===== config.mk =====
export PLATFORM = sky130hd
export DESIGN_NAME = pcbg_round
export DESIGN_NICKNAME = d
export VERILOG_FILES = /design/src/rtl/philox_counter_block_generator_core_assert.svh /design/src/rtl/pcbg_pkg.sv /design/src/rtl/pcbg_round.sv
export SDC_FILE = /design/constraint.sdc
export NUM_CORES = 2
export LEC_CHECK = 0
export ABC_AREA = 1
export ABC_CLOCK_PERIOD_IN_PS = 8500
export BUFFER_PORTS_ARGS = -buffer_cell sky130_fd_sc_hd__buf_2
export CAP_MARGIN = 20
export CORE_MARGIN = 2
export CORE_UTILIZATION = 53
export DETAILED_ROUTE_END_ITERATION = 10
export PLACE_DENSITY_LB_ADDON = 0.08
export SYNTH_ARGS = -nofsm -noshare
export SYNTH_HDL_FRONTEND = slang
export SYNTH_SLANG_ARGS = --single-unit

===== constraint.sdc =====
create_clock -name i_clk -period 8.5 [get_ports i_clk]
set_input_delay 2.125 -clock i_clk [delete_from_list [all_inputs] [get_ports i_clk]]
set_output_delay 2.125 -clock i_clk [all_outputs]
set_load 0.02 [all_outputs]

===== src/rtl/philox_counter_block_generator_core_assert.svh =====
// Assertion macros used by the Philox block generator RTL.
`ifndef PHILOX_COUNTER_BLOCK_GENERATOR_CORE_ASSERT_SVH
`define PHILOX_COUNTER_BLOCK_GENERATOR_CORE_ASSERT_SVH

// Same-cycle implication, disabled while reset is asserted.
`define PCBG_ASSERT_IMP(lbl, clk, rst_n, ante, cons) \
    lbl: assert property (@(posedge clk) disable iff (!(rst_n)) (ante) |-> (cons)) \
        else $error("pcbg assertion failed");

// Next-cycle implication, disabled while reset is asserted.
`define PCBG_ASSERT_NEXT(lbl, clk, rst_n, ante, cons) \
    lbl: assert property (@(posedge clk) disable iff (!(rst_n)) (ante) |=> (cons)) \
        else $error("pcbg assertion failed");

`endif


===== src/rtl/pcbg_pkg.sv =====
// Types and constants shared by the Philox block generator modules.
package pcbg_pkg;

    localparam int unsigned WORD_W    = 32;
    localparam int unsigned KEY_W     = 64;
    localparam int unsigned HALF_W    = 16;
    localparam int unsigned CFG_IDX_W = 3;
    localparam int unsigned CFG_DATA_W = 64;

    localparam logic [WORD_W-1:0] MUL_A  = 32'hD2511F53;
    localparam logic [WORD_W-1:0] MUL_B  = 32'hCD9E8D57;
    localparam logic [WORD_W-1:0] WEYL_A = 32'h9E3779B9;
    localparam logic [WORD_W-1:0] WEYL_B = 32'hBB67AE85;

    localparam logic [CFG_IDX_W-1:0] REG_KEY          = 3'd0;
    localparam logic [CFG_IDX_W-1:0] REG_STREAM_CLASS = 3'd1;
    localparam logic [CFG_IDX_W-1:0] REG_CHANNEL      = 3'd2;
    localparam logic [CFG_IDX_W-1:0] REG_ENVIRONMENT  = 3'd3;
    localparam logic [CFG_IDX_W-1:0] REG_EPISODE      = 3'd4;

    typedef logic [3:0][WORD_W-1:0] t_block;

    typedef struct packed {
        logic [KEY_W-1:0]  key;
        logic [HALF_W-1:0] stream_class;
        logic [HALF_W-1:0] channel;
        logic [WORD_W-1:0] environment;
        logic [WORD_W-1:0] episode;
    } t_cfg;

endpackage


===== src/rtl/pcbg_round.sv =====
// One Philox round followed by its pipeline register and handshake slot.
module pcbg_round
    import pcbg_pkg::*;
#(
    parameter int unsigned ROUND_IDX = 0
) (
    input  logic             i_clk,
    input  logic             i_rst_n,
    input  logic             i_valid,
    output logic             o_ready,
    input  t_block           i_data,
    input  logic [KEY_W-1:0] i_key,
    output logic             o_valid,
    input  logic             i_ready,
    output t_block           o_data
);

    localparam logic [63:0] OFS_A = 64'(ROUND_IDX) * {32'd0, WEYL_A};
    localparam logic [63:0] OFS_B = 64'(ROUND_IDX) * {32'd0, WEYL_B};

    logic [WORD_W-1:0] ka;
    logic [WORD_W-1:0] kb;
    logic [63:0]       pa;
    logic [63:0]       pb;
    t_block            n_data;
    t_block            r_data;
    logic              r_valid;

    assign ka = i_key[WORD_W-1:0] + OFS_A[WORD_W-1:0];
    assign kb = i_key[KEY_W-1:WORD_W] + OFS_B[WORD_W-1:0];
    assign pa = {32'd0, MUL_A} * {32'd0, i_data[0]};
    assign pb = {32'd0, MUL_B} * {32'd0, i_data[2]};

    always_comb begin
        n_data[0] = pb[63:32] ^ i_data[1] ^ ka;
        n_data[1] = pb[31:0];
        n_data[2] = pa[63:32] ^ i_data[3] ^ kb;
        n_data[3] = pa[31:0];
    end

    assign o_ready = !r_valid || i_ready;

    always_ff @(posedge i_clk) begin
        if (!i_rst_n) begin
            r_valid <= 1'b0;
        end else if (o_ready) begin
            r_valid <= i_valid;
        end
    end

    always_ff @(posedge i_clk) begin
        if (o_ready && i_valid) begin
            r_data <= n_data;
        end
    end

    assign o_valid = r_valid;
    assign o_data  = r_data;

endmodule

==> results by group <==
Timing
  – RSZ-0062 raised after global routing: false
  – Final hold violation count: 0
  – Fmax: 121 MHz
  – Worst slew margin: 42.9%
  – Slew @ Worst Pin: 0.856 ns
  – Max-slew violation count: 0
  – Worst setup slack after layout: 0.244 ns
  – Period Utilization, post-route: 97.1%
  – Final setup viols: 0
  – Worst clock skew: 0.0187 ns
  – Post-layout min period: 8.26 ns

Synthesis
  – Top cell type's share of synthesized area: 35.8%
  – Seq/Total Area, Yosys: 8.59%
  – Synth cell types: 35
  – Yosys top cell by area: fa_1
  – Number of synthesized register bits: 129
  – Top cells by area, synth: fa_1, ha_1, inv_1
  – Cell area after synthesis: 45000 um^2
  – Post-Syn Nets: 7022
  – Syn avg cell area: 8.63 um^2
  – Syn Inst Count: 5217
  – Warnings, synthesis: 0

Global route
  – First-pass GRT wire length: 225000 um
  – Initial antenna violation count: 12
  – Tot GR Track Use: 36.2%
  – Largest net degree at the start of global routing: 129
  – Vias in the first global route: 35700
  – Global route overflow: 0

Worst setup path
  – Most used cell along the critical path: fa_1
  – Worst-path maximum fanout: 4
  – Register-to-register setup slack: 6.86 ns
  – R2R Path Start: o_valid
  – Max incr delay on CP: 0.63 ns
  – Cell family with most CP delay: adder cells
  – Worst Path Arrival: 8.51 ns
  – CP Class: input port to flip-flop
  – Number of cells on the critical path: 26
  – Critical Path Start: i_data[14]
  – CP endpoint kind: flip-flop
  – Startpoint Class: input port
  – Worst Path Buf+Inv: 7
  – WP data required: 8.75 ns
  – R2r worst-path depth: 2
  – Slowest CP cell: fa_1

Floorplan
  – Initial Util: 53.7%
  – Row cnt: 106
  – DIE AREA: 87300 um^2
  – Core area: 83800 um^2
  – Die H: 295 um
  – Ports: 326
  – Chip width: 295 um

Flow run
  – Max_cap viols: 0

Routing
  – Vias/cell: 5.08
  – Initial DRC Count: 3101
  – Routed WL: 153000 um
  – DRT Pass-1 Iters: 6
  – ANT nets after route: 0
  – DR DRC count: 0
  – Via Count: 35300
  – Avg WL per Cell: 21.9 um

Final layout
  – Fin util: 60.3%
  – Final #Nets: 7617
  – Synth-to-layout area growth: 12.2%
  – Commonest non-fill, non-tap cells in the layout: inv_1, nand2_1, fa_1
  – Ratio of cells with drive above 1 in the final layout: 11.5%
  – Final instance area: 50500 um^2
  – Commonest non-fill, non-tap cell in the layout: inv_1

Placement
  – DP HPWL: 141000 um
  – Setup Slack @ Placement: -0.181 ns
  – Final RePlAce weighted congestion: 1.07
  – Port bufs: 325
  – Post-Place Cell Area: 50000 um^2

Clock network
  – Clock latency on the worst-skew pair: 0.50 ns
  – Clock root cell: clkbuf_16
  – Maximum root-to-sink buffer count: 2
  – Clock buffer count from CTS: 17
  – Post-CTS Resized: 0
  – Clk slew on worst S/H paths: 0.07 ns
  – H-tree Lvls: 4
  – Post-CTS Hold Fix Bufs: 0
  – CTS tree: done
  – Post-CTS Setup Bufs: 0
  – Clock sink count: 129

Min path
  – Worst Hold Depth: 2
  – Min-delay src: o_valid
  – HP Class: flip-flop to flip-flop

Run status
  – Outcome: finished clean
state kept, by name, summed over array words and instances (netlist names):
register and flops:
o_data 128, o_valid 1
cell usage after synthesis:
| cell | number |
|---|---|
| nor3_2 | 7 |
| nor4_2 | 1 |
| inv_1 | 1717 |
| o21bai_1 | 26 |
| a21boi_0 | 1 |
| or2_1 | 1 |
| and3_1 | 1 |
| o21ai_1 | 4 |
| xnor2_1 | 87 |
| nand3_1 | 92 |
| and2_1 | 3 |
| nor2_2 | 15 |
| xor2_1 | 118 |
| or2_2 | 7 |
| dfxtp_1 | 1 |
| a21o_1 | 4 |
| a21oi_2 | 1 |
| nor4_1 | 5 |
| inv_2 | 4 |
| a21oi_1 | 130 |
| nand3_2 | 13 |
| nor2_1 | 195 |
| nor3_1 | 12 |
| nand2_2 | 8 |
| o21ai_0 | 35 |
| nor3_4 | 1 |
| nand4_1 | 33 |
| ha_1 | 804 |
| o21bai_2 | 1 |
| fa_1 | 805 |
| nand2_1 | 939 |
| nand3b_1 | 14 |
| edfxtp_1 | 128 |
| o21ai_2 | 1 |
| nor2_4 | 3 |
cell type report:
class	instances	area, um^2
clock inverters	15	126
diodes	1	2.50
repair buffers	576	3520
multi-input cells	3367	34700
clock buffers	17	425
fillers	7842	33300
flip-flops and latches	129	3860
inverters	1721	6460
well taps	1134	1420
metrics by stage:
stage	std cells	hold slack, ns	TNS, ns
floorplan	5217	0.742	0
global placement	6927	0.531	-0.481
detailed placement	6927	0.541	-0.474
CTS	6959	0.553	0
global route	6960	0.604	0
finish	6960	0.546	0
path summary, 6_finish.rpt:
kind / endpoint
max: o_data[91]
min: o_valid
max reg2reg: o_data[8]
min reg2reg: o_valid
layer usage:
metal | up-vias | track usage [%] | share of wire [%]
li1 | 16500 | - | -
met1 | 17200 | 53.5 | 45
met2 | 1487 | 47.6 | 39
met3 | 114 | 18.8 | 15
met4 | 22 | 5.00 | 1.3
met5 | - | 0 | 0.098
kinds of logic (layout without fill, tap and decap cells):
kind of cell             count (synthesis)  count (layout)  share of synthesized area (%)
buffers and inverters                 1721            2329                           14.4
AND/OR/NAND/NOR                       1350            1350                           12.4
adder cells (fa/ha/maj)               1609            1609                           58.2
flip-flops                             129             129                           8.59
other                                    0               1                              0
AO/OA/AOI/OAI                          203             203                           2.46
XOR/XNOR                               205             205                           3.99
worst min-delay path, cell delays in order (launching register included):
cell	delay, ns
dfxtp_1	0.34
nand2_1	0.09
a21boi_0	0.07
Power is left out: the tool's default activity adds up to more than one toggle a clock period on the data nets, which glitch-free logic cannot reach.
