### config.mk
export PLATFORM = sky130hd
export DESIGN_NAME = pcbg_cfg
export DESIGN_NICKNAME = d
export VERILOG_FILES = /design/src/rtl/philox_counter_block_generator_core_assert.svh /design/src/rtl/pcbg_pkg.sv /design/src/rtl/pcbg_cfg.sv
export SDC_FILE = /design/constraint.sdc
export NUM_CORES = 1
export LEC_CHECK = 0
export BUFFER_PORTS_ARGS = -buffer_cell sky130_fd_sc_hd__buf_2
export CORE_ASPECT_RATIO = 2
export CORE_MARGIN = 8
export CORE_UTILIZATION = 26
export CTS_BUF_LIST = sky130_fd_sc_hd__clkbuf_8 sky130_fd_sc_hd__clkbuf_16
export DETAILED_ROUTE_END_ITERATION = 6
export GPL_ROUTABILITY_DRIVEN = 0
export PLACE_DENSITY = 0.5
export SETUP_SLACK_MARGIN = 0.15
export SLEW_MARGIN = 20
export SYNTH_ARGS = -nofsm -noshare
export SYNTH_HDL_FRONTEND = slang
export SYNTH_SLANG_ARGS = --single-unit
### constraint.sdc
create_clock -name i_clk -period 2.4 [get_ports i_clk]
set_input_delay 0.36 -clock i_clk [delete_from_list [all_inputs] [get_ports i_clk]]
set_output_delay 0.36 -clock i_clk [all_outputs]
set_load 0.01 [all_outputs]
### src/rtl/philox_counter_block_generator_core_assert.svh
// Assertion macros used by the Philox block generator RTL.
`ifndef PHILOX_COUNTER_BLOCK_GENERATOR_CORE_ASSERT_SVH
`define PHILOX_COUNTER_BLOCK_GENERATOR_CORE_ASSERT_SVH

// Same-cycle implication, disabled while reset is asserted.
`define PCBG_ASSERT_IMP(lbl, clk, rst_n, ante, cons) \
    lbl: assert property (@(posedge clk) disable iff (!(rst_n)) (ante) |-> (cons)) \
        else $error("pcbg assertion failed");

// Next-cycle implication, disabled while reset is asserted.
`define PCBG_ASSERT_NEXT(lbl, clk, rst_n, ante, cons) \
    lbl: assert property (@(posedge clk) disable iff (!(rst_n)) (ante) |=> (cons)) \
        else $error("pcbg assertion failed");

`endif

### src/rtl/pcbg_pkg.sv
// Types and constants shared by the Philox block generator modules.
package pcbg_pkg;

    localparam int unsigned WORD_W    = 32;
    localparam int unsigned KEY_W     = 64;
    localparam int unsigned HALF_W    = 16;
    localparam int unsigned CFG_IDX_W = 3;
    localparam int unsigned CFG_DATA_W = 64;

    localparam logic [WORD_W-1:0] MUL_A  = 32'hD2511F53;
    localparam logic [WORD_W-1:0] MUL_B  = 32'hCD9E8D57;
    localparam logic [WORD_W-1:0] WEYL_A = 32'h9E3779B9;
    localparam logic [WORD_W-1:0] WEYL_B = 32'hBB67AE85;

    localparam logic [CFG_IDX_W-1:0] REG_KEY          = 3'd0;
    localparam logic [CFG_IDX_W-1:0] REG_STREAM_CLASS = 3'd1;
    localparam logic [CFG_IDX_W-1:0] REG_CHANNEL      = 3'd2;
    localparam logic [CFG_IDX_W-1:0] REG_ENVIRONMENT  = 3'd3;
    localparam logic [CFG_IDX_W-1:0] REG_EPISODE      = 3'd4;

    typedef logic [3:0][WORD_W-1:0] t_block;

    typedef struct packed {
        logic [KEY_W-1:0]  key;
        logic [HALF_W-1:0] stream_class;
        logic [HALF_W-1:0] channel;
        logic [WORD_W-1:0] environment;
        logic [WORD_W-1:0] episode;
    } t_cfg;

endpackage

### src/rtl/pcbg_cfg.sv
// Configuration register file of the Philox block generator.
module pcbg_cfg
    import pcbg_pkg::*;
(
    input  logic                  i_clk,
    input  logic                  i_rst_n,
    input  logic                  i_cfg_we,
    input  logic [CFG_IDX_W-1:0]  i_cfg_index,
    input  logic [CFG_DATA_W-1:0] i_cfg_data,
    output t_cfg                  o_cfg
);

    t_cfg r_cfg;
    t_cfg n_cfg;

    always_comb begin
        n_cfg = r_cfg;
        if (i_cfg_we) begin
            case (i_cfg_index)
                REG_KEY:          n_cfg.key          = i_cfg_data[KEY_W-1:0];
                REG_STREAM_CLASS: n_cfg.stream_class = i_cfg_data[HALF_W-1:0];
                REG_CHANNEL:      n_cfg.channel      = i_cfg_data[HALF_W-1:0];
                REG_ENVIRONMENT:  n_cfg.environment  = i_cfg_data[WORD_W-1:0];
                REG_EPISODE:      n_cfg.episode      = i_cfg_data[WORD_W-1:0];
                default:          n_cfg = r_cfg;
            endcase
        end
    end

    always_ff @(posedge i_clk) begin
        if (!i_rst_n) begin
            r_cfg <= '0;
        end else begin
            r_cfg <= n_cfg;
        end
    end

    assign o_cfg = r_cfg;

endmodule

==> results.cfg, run 1 <==
[run_status]
status = finished clean

[placement]
detailed_place_hpwl_mm = 12.5
placement.io_buffers = 229

[cells_and_area]
final_core_utilization_pct = 34.9
finalNetCount = 876
nFillCells = 2383
post_route_cells_drive_above_1_share_pct = 33.5
antennaDiodeCount = 0
largest_reg_flops = 160
syn2layout_area_growth_pct = 33.0

[worst_setup_path]
critPathTopFamily = simple AND/OR/NAND/NOR gates
setup.worst_path.end_class = flop
timing.critical_path.slowest_cell_delay_ns = 0.75
regToRegStartpoint = o_cfg[102]
reg2reg_to = o_cfg[102]
reg2reg_depth = 2
timing.critical_path.from_type = primary input
critical-path-slowest-cell = sky130_fd_sc_hd__nand4b_4
worstPathArrival_ns = 1.65
critical_path_peak_fanout = 32
setup.reg_to_reg.worst_slack_ns = 1.76
worst_ep_required_time_ns = 2.74
critical_path_class = primary input to flop
crit_buf_inv = 1
critical_path_cell_sequence = buf_2 > nand4b_4 > mux2i_1

[global_routing]
global_route_wire_length_before_repair_mm = 26.8
first_global_vias = 4939
groute.usage.overall_pct = 12.2
grt_overflow_total = 0
grt_start_max_net_pins = 76
number_of_antenna_violations_at_the_first_check_in_global_routing = 1

[clock_network]
postCtsSetupRepairBufs = 0
cts_made_buffers = 17
clk_root_buffer_cell = sky130_fd_sc_hd__clkbuf_16
clock_sink_count = 160
cts_repair_resize_count = 0
clock_transition_time_at_the_flip_flop_clock_pins_of_the_worst_setup_and_hold_paths_ns = 0.07
cts.htree.levels = 4
post_cts_hold_buffer_count = 0
cts_max_path_buffers = 2
cts_tree = yes
worst_skew_pair.late_latency_ns = 0.43

[worst_hold_path]
min_path_cells = 3
worstHoldStart = i_cfg_data[33]
worst_hold_path.endpoint = o_cfg[129]
hold_crit_path_type = primary input to flop

[drt]
routed_wl_mm = 17.6
first_pass_iters = 4
first_iter_violations = 220
detail_route.drc_violations = 0
antenna_left = 0
wl_per_cell_um = 15.9
dr_total_vias = 4781
vias_per_cell = 4.34

[sta]
timing.final.crit_share_pct = 54.6
report.final.hold_viol_count = 0
fin_skew_ns = 0
setup_repair_after_global_routing_missed_its_margin = no
finalSetupViolations = 0
max_freq_mhz = 764
final.setup.tns_ns = 0
layout_min_cycle_time_ns = 1.31
worst_slew_margin_rel_pct = 42.4
tightest_slew_ns = 0.863
final-max-slew-violation-count = 0

[power]
swShare_pct = 22.9
power.net_switching_w = 0.00142
combinationalPowerShare_pct = 6.6
power_frac_seq_pct = 44.3
ir_worst_vdd_mv = 0.470
pwr-share-clk_pct = 49.1
power_leakage_nw = 4.20
power-per-cell-area_mw_per_mm2 = 769
internal_power_w = 0.00477

[floorplanning]
floorplan.die_area_sq_mm = 0.0287
placement_rows = 79
design.portCount = 230
die_x_um = 124
placeableCoreArea_sq_mm = 0.0230
initial_utilization_pct = 26.3
die_h_um = 232

[synthesis]
yosys_register_bits = 160
syn-instance-count = 592
postSynthAreaPerCell_sq_um = 10.2
synthesis.yosys.warnings = 0
syn-num-nets = 662
synth_sequential_area_ratio_pct = 52.9
syn_area_sq_mm = 0.00605
ys_types = 11

[job]
maxCapViolCount = 0
kinds of logic (layout without fill, tap and decap cells):
group                  after synthesis  after routing  synth area share [%]
DFF                                160            160                  52.9
muxes                              160            160                  26.5
and+or+nand+nor                    229            229                  15.1
buffers and inverters               43            270                  5.50
how the worst max path moves through the flow:
stage / startpoint / end / slack (ns) / depth (start not counted)
after floorplan: i_cfg_index[0] / o_cfg[100] / 1.18 / 4
after global placement: i_cfg_index[2] / o_cfg[40] / 0.65 / 3
after detailed placement: i_cfg_index[2] / o_cfg[61] / 0.61 / 3
after CTS: o_cfg[119] / o_cfg[119] / 1.03 / 1
after global routing: i_cfg_index[2] / o_cfg[39] / 0.98 / 3
final: i_cfg_index[2] / o_cfg[53] / 1.09 / 3
synthesized netlist by cell type:
master                        n  area share, %
sky130_fd_sc_hd__dfxtp_1    160             53
sky130_fd_sc_hd__nor4b_4      1           0.39
sky130_fd_sc_hd__mux2i_1    160             26
sky130_fd_sc_hd__nand4b_2     1           0.25
sky130_fd_sc_hd__buf_2        7           0.58
sky130_fd_sc_hd__nand2_1    224             14
sky130_fd_sc_hd__nand4bb_1    3           0.56
sky130_fd_sc_hd__clkbuf_1    18            1.1
sky130_fd_sc_hd__buf_4        9            1.1
sky130_fd_sc_hd__buf_12       7            2.3
sky130_fd_sc_hd__buf_6        2           0.37
worst register-to-register path: stages (launching register included):
cell	delay [ns]
sky130_fd_sc_hd__dfxtp_1	0.37
sky130_fd_sc_hd__nand2_1	0.07
sky130_fd_sc_hd__mux2i_1	0.13
per-layer routing:
| layer | track usage (%) | wire, um | vias to the layer above |
|---|---|---|---|
| li1 | - | - | 2368 |
| met1 | 15.0 | 7770 | 2210 |
| met2 | 17.4 | 7240 | 185 |
| met3 | 6.97 | 2290 | 16 |
| met4 | 4.09 | 245 | 2 |
| met5 | 0 | 8 | - |
power groups by stage:
stage / logic [W] / clock network (W) / registers [W]
after global placement: 0.000410 / 0 / 0.00280
after CTS: 0.000418 / 0.00315 / 0.00274
after detailed placement: 0.000417 / 0 / 0.00280
after global routing: 0.000449 / 0.00325 / 0.00275
after floorplan: 0.000206 / 0 / 0.00283
final: 0.000407 / 0.00304 / 0.00274
cell usage in the layout, fill, tap and decap left out, drive strengths merged:
| cell | instances |
|---|---|
| bufinv | 5 |
| nand4b | 1 |
| nand4bb | 3 |
| buf | 238 |
| clkbuf | 18 |
| dfxtp | 160 |
| mux2i | 160 |
| inv | 4 |
| nand2 | 224 |
| nor4b | 1 |
| clkinv | 5 |
metrics by stage:
step	cell area [sq um]	cells	power [W]	hold slack [ns]	setup WS [ns]
finish	8050	1102	0.00619	0.172	1.09
global route	8050	1102	0.00645	0.153	0.981
floorplan	6050	592	0.00303	0.479	1.18
CTS	8050	1102	0.00631	0.134	1.03
global placement	7380	1070	0.00321	0.440	0.649
detailed placement	7380	1070	0.00322	0.447	0.611
layout make-up:
type	count	area, sq um	area share (%)
Sequential cell	160	3200	39.8
Tap cell	283	354	4.40
Clock buffer	18	439	5.46
Multi-Input combinational cell	389	2540	31.6
Clock inverter	14	225	2.80
Timing Repair Buffer	238	1280	15.9
No activity file was read; power rests on OpenSTA's default activity.
==> run 2, diff against run 1 <==
Clock period 2.4 ns to 1.3 ns, I/O delays scaled along.
==> run 2 against run 1 <==
Against the previous run: global-route usage up 0.19 points; register-to-register slack worse by 1.1 ns; total power up 76%; clock power up 63%; sequential share of layout area down 1.8 points; non-clock buffer count up 41; critical path depth down 2; combinational power up 120%; flip-flop and latch count unchanged; cell count up 3.7%; critical path type is now flop to output port; largest cell class unchanged; largest power group is now registers.
==> results.cfg, run 2 (synthesis gave the netlist of run 1 again) <==
[run_status]
status = finished clean

[clock_network]
cts_max_path_buffers = 2
worst_skew_pair.late_latency_ns = 0.42
cts_tree = yes
clock_sink_count = 160
postCtsSetupRepairBufs = 0
clk_root_buffer_cell = sky130_fd_sc_hd__clkbuf_16
cts.htree.levels = 4
cts_made_buffers = 17
clock_transition_time_at_the_flip_flop_clock_pins_of_the_worst_setup_and_hold_paths_ns = 0.06

[worst_setup_path]
critical_path_class = flop to output port
critical-path-slowest-cell = sky130_fd_sc_hd__dfxtp_1
reg2reg_to = o_cfg[22]
reg2reg_depth = 2
timing.critical_path.slowest_cell_delay_ns = 0.36
setup.worst_path.end_class = output port
setup.reg_to_reg.worst_slack_ns = 0.67
critPathTopFamily = flip-flops
timing.critical_path.from_type = flop
critical_path_cell_sequence = buf_2
crit_start = o_cfg[0]
worst_ep_required_time_ns = 1.11
crit_buf_inv = 1
worstPathArrival_ns = 0.92
critical_path_peak_fanout = 2
regToRegStartpoint = o_cfg[22]

[placement]
detailedPlace.worstSlack_ns = -0.0414
detailed_place_hpwl_mm = 13.0
placement.io_buffers = 229

[cells_and_area]
most-common-layout-cells = 224 x sky130_fd_sc_hd__nand2_1, 199 x sky130_fd_sc_hd__buf_2, 160 x sky130_fd_sc_hd__mux2i_1
layout.cells.most_common = sky130_fd_sc_hd__nand2_1
largest_reg_flops = 160
antennaDiodeCount = 0
nFillCells = 2295
syn2layout_area_growth_pct = 42.6
finalNetCount = 917
post_route_cells_drive_above_1_share_pct = 40.3

[worst_hold_path]
min_path_cells = 3
worstHoldStart = i_cfg_data[60]
hold_crit_path_type = primary input to flop
worst_hold_path.endpoint = o_cfg[156]

[drt]
first_iter_violations = 311
wl_per_cell_um = 15.8
first_pass_iters = 4
routed_wl_mm = 18.0
antenna_left = 0
detail_route.drc_violations = 0
vias_per_cell = 4.25
dr_total_vias = 4859

[floorplanning]
placeableCoreArea_sq_mm = 0.0230
placement_rows = 79
die_h_um = 232
initial_utilization_pct = 26.3
floorplan.die_area_sq_mm = 0.0287
design.portCount = 230
die_x_um = 124

[sta]
final-max-slew-violation-count = 0
setup_repair_after_global_routing_missed_its_margin = no
report.final.hold_viol_count = 0
finalSetupViolations = 0
layout_min_cycle_time_ns = 1.11
timing.final.crit_share_pct = 85.6
max_freq_mhz = 899
fin_skew_ns = 0
worst_slack_setup_final_ns = 0.188
tightest_slew_ns = 0.313
worst_slew_margin_rel_pct = 79.1

[global_routing]
groute.usage.overall_pct = 12.4
global_route_wire_length_before_repair_mm = 27.4
first_global_vias = 4973
grt_overflow_total = 0
grt_start_max_net_pins = 53
number_of_antenna_violations_at_the_first_check_in_global_routing = 0

[power]
power_leakage_nw = 4.41
fin_total_pwr_w = 0.0109
ir_worst_vdd_mv = 0.635
power-per-cell-area_mw_per_mm2 = 1260

[job]
maxCapViolCount = 0
==> run 2: cell types whose count changed in the layout (fill, tap and decap cells not counted), moves of 2 or more <==
| cell | change |
|---|---|
| sky130_fd_sc_hd__dfxtp_2 | +58 |
| sky130_fd_sc_hd__buf_4 | +26 |
| sky130_fd_sc_hd__dlygate4sd3_1 | +26 |
| sky130_fd_sc_hd__buf_6 | +10 |
| sky130_fd_sc_hd__bufinv_16 | -4 |
| sky130_fd_sc_hd__dfxtp_1 | -58 |
| sky130_fd_sc_hd__buf_2 | -29 |
| sky130_fd_sc_hd__clkbuf_8 | +2 |
| sky130_fd_sc_hd__buf_12 | +8 |
==> run 2: how the worst max path moves through the flow <==
stage | end | slack [ns] | cells after the start
2_1_floorplan | o_cfg[100] | 0.24 | 4
3_3_place_gp | o_cfg[134] | 0.03 | 5
3_5_place_dp | o_cfg[132] | -0.04 | 5
4_1_cts | o_cfg[58] | 0.15 | 1
5_1_grt | o_cfg[22] | 0.15 | 1
6_report | o_cfg[0] | 0.19 | 1
==> run 2: layout make-up <==
class	instances	area, sq um	area share (%)
Multi-Input combinational cell	389	2540	29.5
Tap cell	283	354	4.10
Clock buffer	20	467	5.41
Sequential cell	160	3280	38.0
Clock inverter	12	124	1.44
Timing Repair Buffer	279	1870	21.6
==> run 2: power breakdown <==
group / internal (W) / switching, W / leakage, nW
Clock: 0.00283 / 0.00211 / 0.289
Sequential: 0.00502 / 0.0000611 / 1.32
Combinational: 0.000415 / 0.000467 / 2.80
==> run 2: layer usage <==
| layer | share of wire, % | wire, um | up-vias | GRT usage (%) |
|---|---|---|---|---|
| met5 | 0 | 0 | - | 0 |
| met4 | 1.4 | 250 | 0 | 4.43 |
| met3 | 12 | 2150 | 18 | 6.14 |
| met2 | 41 | 7370 | 182 | 17.4 |
| met1 | 46 | 8250 | 2209 | 16.0 |
| li1 | - | - | 2450 | - |
==> run 2: what timing repair did <==
action	in CTS	in global routing
hold buffers	25	1
endpoints found under the setup margin	13	64
gates cloned	0	0
resized for setup	13	74
endpoints found under the hold margin	25	1
==> run 2: stage by stage <==
step | hold slack, ns | std cells | util (%) | area, sq um | setup TNS (ns)
4_1_cts | 0.000802 | 1142 | 36.7 | 8460 | 0
3_5_place_dp | 0.446 | 1085 | 33.0 | 7600 | -0.128
5_1_grt | 0.0169 | 1143 | 37.5 | 8630 | 0
2_1_floorplan | 0.337 | 592 | - | 6050 | 0
6_report | 0.0230 | 1143 | 37.5 | 8630 | 0
3_3_place_gp | 0.440 | 1085 | 33.0 | 7600 | 0
==> run 3, diff against run 2 <==
Settings changed: ABC_CLOCK_PERIOD_IN_PS from default to 1300, CTS_BUF_LIST sky130_fd_sc_hd__clkbuf_8 sky130_fd_sc_hd__clkbuf_16 to sky130_fd_sc_hd__clkbuf_8.
==> run 3 against run 2 <==
Against the previous run: non-clock buffer count increased by 47; fmax fell by 1.8%; utilization is 5.2 points higher; highest routed layer unchanged; combinational power is 19% higher; critical path depth is the same; final area up 14%.
==> results.cfg, run 3 (synthesis gave the netlist of run 1 again) <==
[global_routing]
groute.layer.met1.usage_pct = 16.2
grt.met2_usage_pct = 18.6
groute.usage.overall_pct = 12.9
global_route_wire_length_before_repair_mm = 28.6
globalRouteMet3Util_pct = 6.38
grt_start_max_net_pins = 53
globalRoute.busiestLayer = met2
number_of_antenna_violations_at_the_first_check_in_global_routing = 1
first_global_vias = 5258
grt_overflow_total = 0

[worst_setup_path]
worst_ep_required_time_ns = 1.11
worstPathArrival_ns = 0.94
critPathTopFamily = flip-flops
critical_path_cell_sequence = buf_6
critical_path_peak_fanout = 2
setup.worst_path.end_class = output port
regToRegStartpoint = o_cfg[22]
timing.critical_path.slowest_cell_delay_ns = 0.36
critical_path_class = flop to output port
crit_buf_inv = 1
critical-path-slowest-cell = sky130_fd_sc_hd__dfxtp_2
crit_start = o_cfg[125]
timing.critical_path.from_type = flop

[sta]
finalSetupViolations = 0
worst_slew_margin_rel_pct = 79.2
final-max-slew-violation-count = 0
layout_min_cycle_time_ns = 1.13
max_freq_mhz = 883
tightest_slew_ns = 0.312
report.final.hold_viol_count = 0
fin_skew_ns = 0
setup_repair_after_global_routing_missed_its_margin = yes
timing.final.crit_share_pct = 87.2
worst_slack_setup_final_ns = 0.167

[drt]
detail_route.drc_violations = 0
first_pass_iters = 4
first_iter_violations = 270
dr_total_vias = 5131
wl_per_cell_um = 15.8
vias_per_cell = 4.31
routed_wl_mm = 18.8
antenna_left = 0

[cells_and_area]
finalNetCount = 964
most-common-layout-cells = 224 x sky130_fd_sc_hd__nand2_1, 161 x sky130_fd_sc_hd__buf_6, 160 x sky130_fd_sc_hd__mux2i_1, 160 x sky130_fd_sc_hd__dfxtp_2, 68 x sky130_fd_sc_hd__buf_2
post_route_cells_drive_above_1_share_pct = 53.6
layout.cells.non_filler = 1191
largest_reg_flops = 160
syn2layout_area_growth_pct = 62.6
layout.cells.most_common = sky130_fd_sc_hd__nand2_1

[floorplanning]
die_x_um = 124
design.portCount = 230
initial_utilization_pct = 26.3
placeableCoreArea_sq_mm = 0.0230
floorplan.die_area_sq_mm = 0.0287
placement_rows = 79
die_h_um = 232

[clock_network]
cts_max_path_buffers = 2
cts.htree.levels = 4
clock_sink_count = 160
clk_root_buffer_cell = sky130_fd_sc_hd__clkbuf_8
cts_tree = yes
clock_transition_time_at_the_flip_flop_clock_pins_of_the_worst_setup_and_hold_paths_ns = 0.10
cts_made_buffers = 17
worst_skew_pair.late_latency_ns = 0.45

[power]
power_leakage_nw = 4.72
fin_total_pwr_w = 0.00984
ir_worst_vdd_mv = 0.613
power-per-cell-area_mw_per_mm2 = 1000

[job]
maxCapViolCount = 0

[placement]
placement.io_buffers = 229
detailedPlace.worstSlack_ns = -0.0414
detailed_place_hpwl_mm = 13.0
placed_cells_incl_taps = 1085

[run_status]
status = finished clean

[worst_hold_path]
hold_crit_path_type = primary input to flop
worstHoldStart = i_cfg_data[17]
## run 3: changes by cell type in the layout (fill, tap and decap cells not counted)
cell	previous run	this run
sky130_fd_sc_hd__buf_6	11	161
sky130_fd_sc_hd__dfxtp_1	102	0
sky130_fd_sc_hd__buf_4	30	48
sky130_fd_sc_hd__dlygate4sd3_1	26	36
sky130_fd_sc_hd__clkbuf_8	3	20
sky130_fd_sc_hd__diode_2	0	1
sky130_fd_sc_hd__dfxtp_2	58	160
sky130_fd_sc_hd__clkbuf_16	17	0
sky130_fd_sc_hd__buf_2	199	68
## run 3: path summary, 6_finish.rpt
check | end | cells after the start | slack (ns)
setup / recovery | o_cfg[125] | 1 | 0.17
setup reg to reg | o_cfg[22] | 3 | 0.56
hold / removal | o_cfg[17] | 3 | 0.05
hold reg to reg | o_cfg[109] | 2 | 0.46
## run 3: report_power, final
| group | internal, W | leakage (nW) | switching, W | total [W] |
|---|---|---|---|---|
| logic | 0.000566 | 3.14 | 0.000482 | 0.00105 |
| clock network | 0.00171 | 0.202 | 0.00198 | 0.00368 |
| registers | 0.00502 | 1.37 | 0.0000833 | 0.00511 |
## run 3: timing repair
action,4_1_cts,5_1_grt
endpoints found under the setup margin,160,155
endpoints found under the hold margin,37,0
gates resized for setup,333,0
hold buffers,36,0
gates cloned,0,0
setup buffers,14,23
## run 3: worst min-delay path, cell delays in order
cell and delay, ns:
sky130_fd_sc_hd__buf_2 0.10, sky130_fd_sc_hd__nand2_1 0.11, sky130_fd_sc_hd__mux2i_1 0.08
## run 3: per-stage QoR
| stage | instance area (sq um) | util, % | setup TNS (ns) | hold WS [ns] |
|---|---|---|---|---|
| after floorplan | 6050 | - | 0 | 0.337 |
| final | 9840 | 42.7 | 0 | 0.0491 |
| after CTS | 9660 | 42.0 | 0 | 0.00111 |
| after global routing | 9840 | 42.7 | 0 | 0.00706 |
| after global placement | 7600 | 33.0 | 0 | 0.440 |
| after detailed placement | 7600 | 33.0 | -0.128 | 0.446 |
## run 3: area by class of cell
| cell class | count | area [sq um] |
|---|---|---|
| multi-input cells | 389 | 2540 |
| diodes | 1 | 2.50 |
| flip-flops and latches | 160 | 3400 |
| fillers | 2157 | 13200 |
| clock buffers | 20 | 275 |
| clock inverters | 12 | 124 |
| well taps | 283 | 354 |
| repair buffers | 326 | 3130 |
## run 3: layer usage
metal / part of all wire (%) / vias to the layer above
li1: - / 2549
met1: 45 / 2371
met2: 42 / 194
met3: 11 / 17
met4: 1.6 / 0
met5: 0 / -
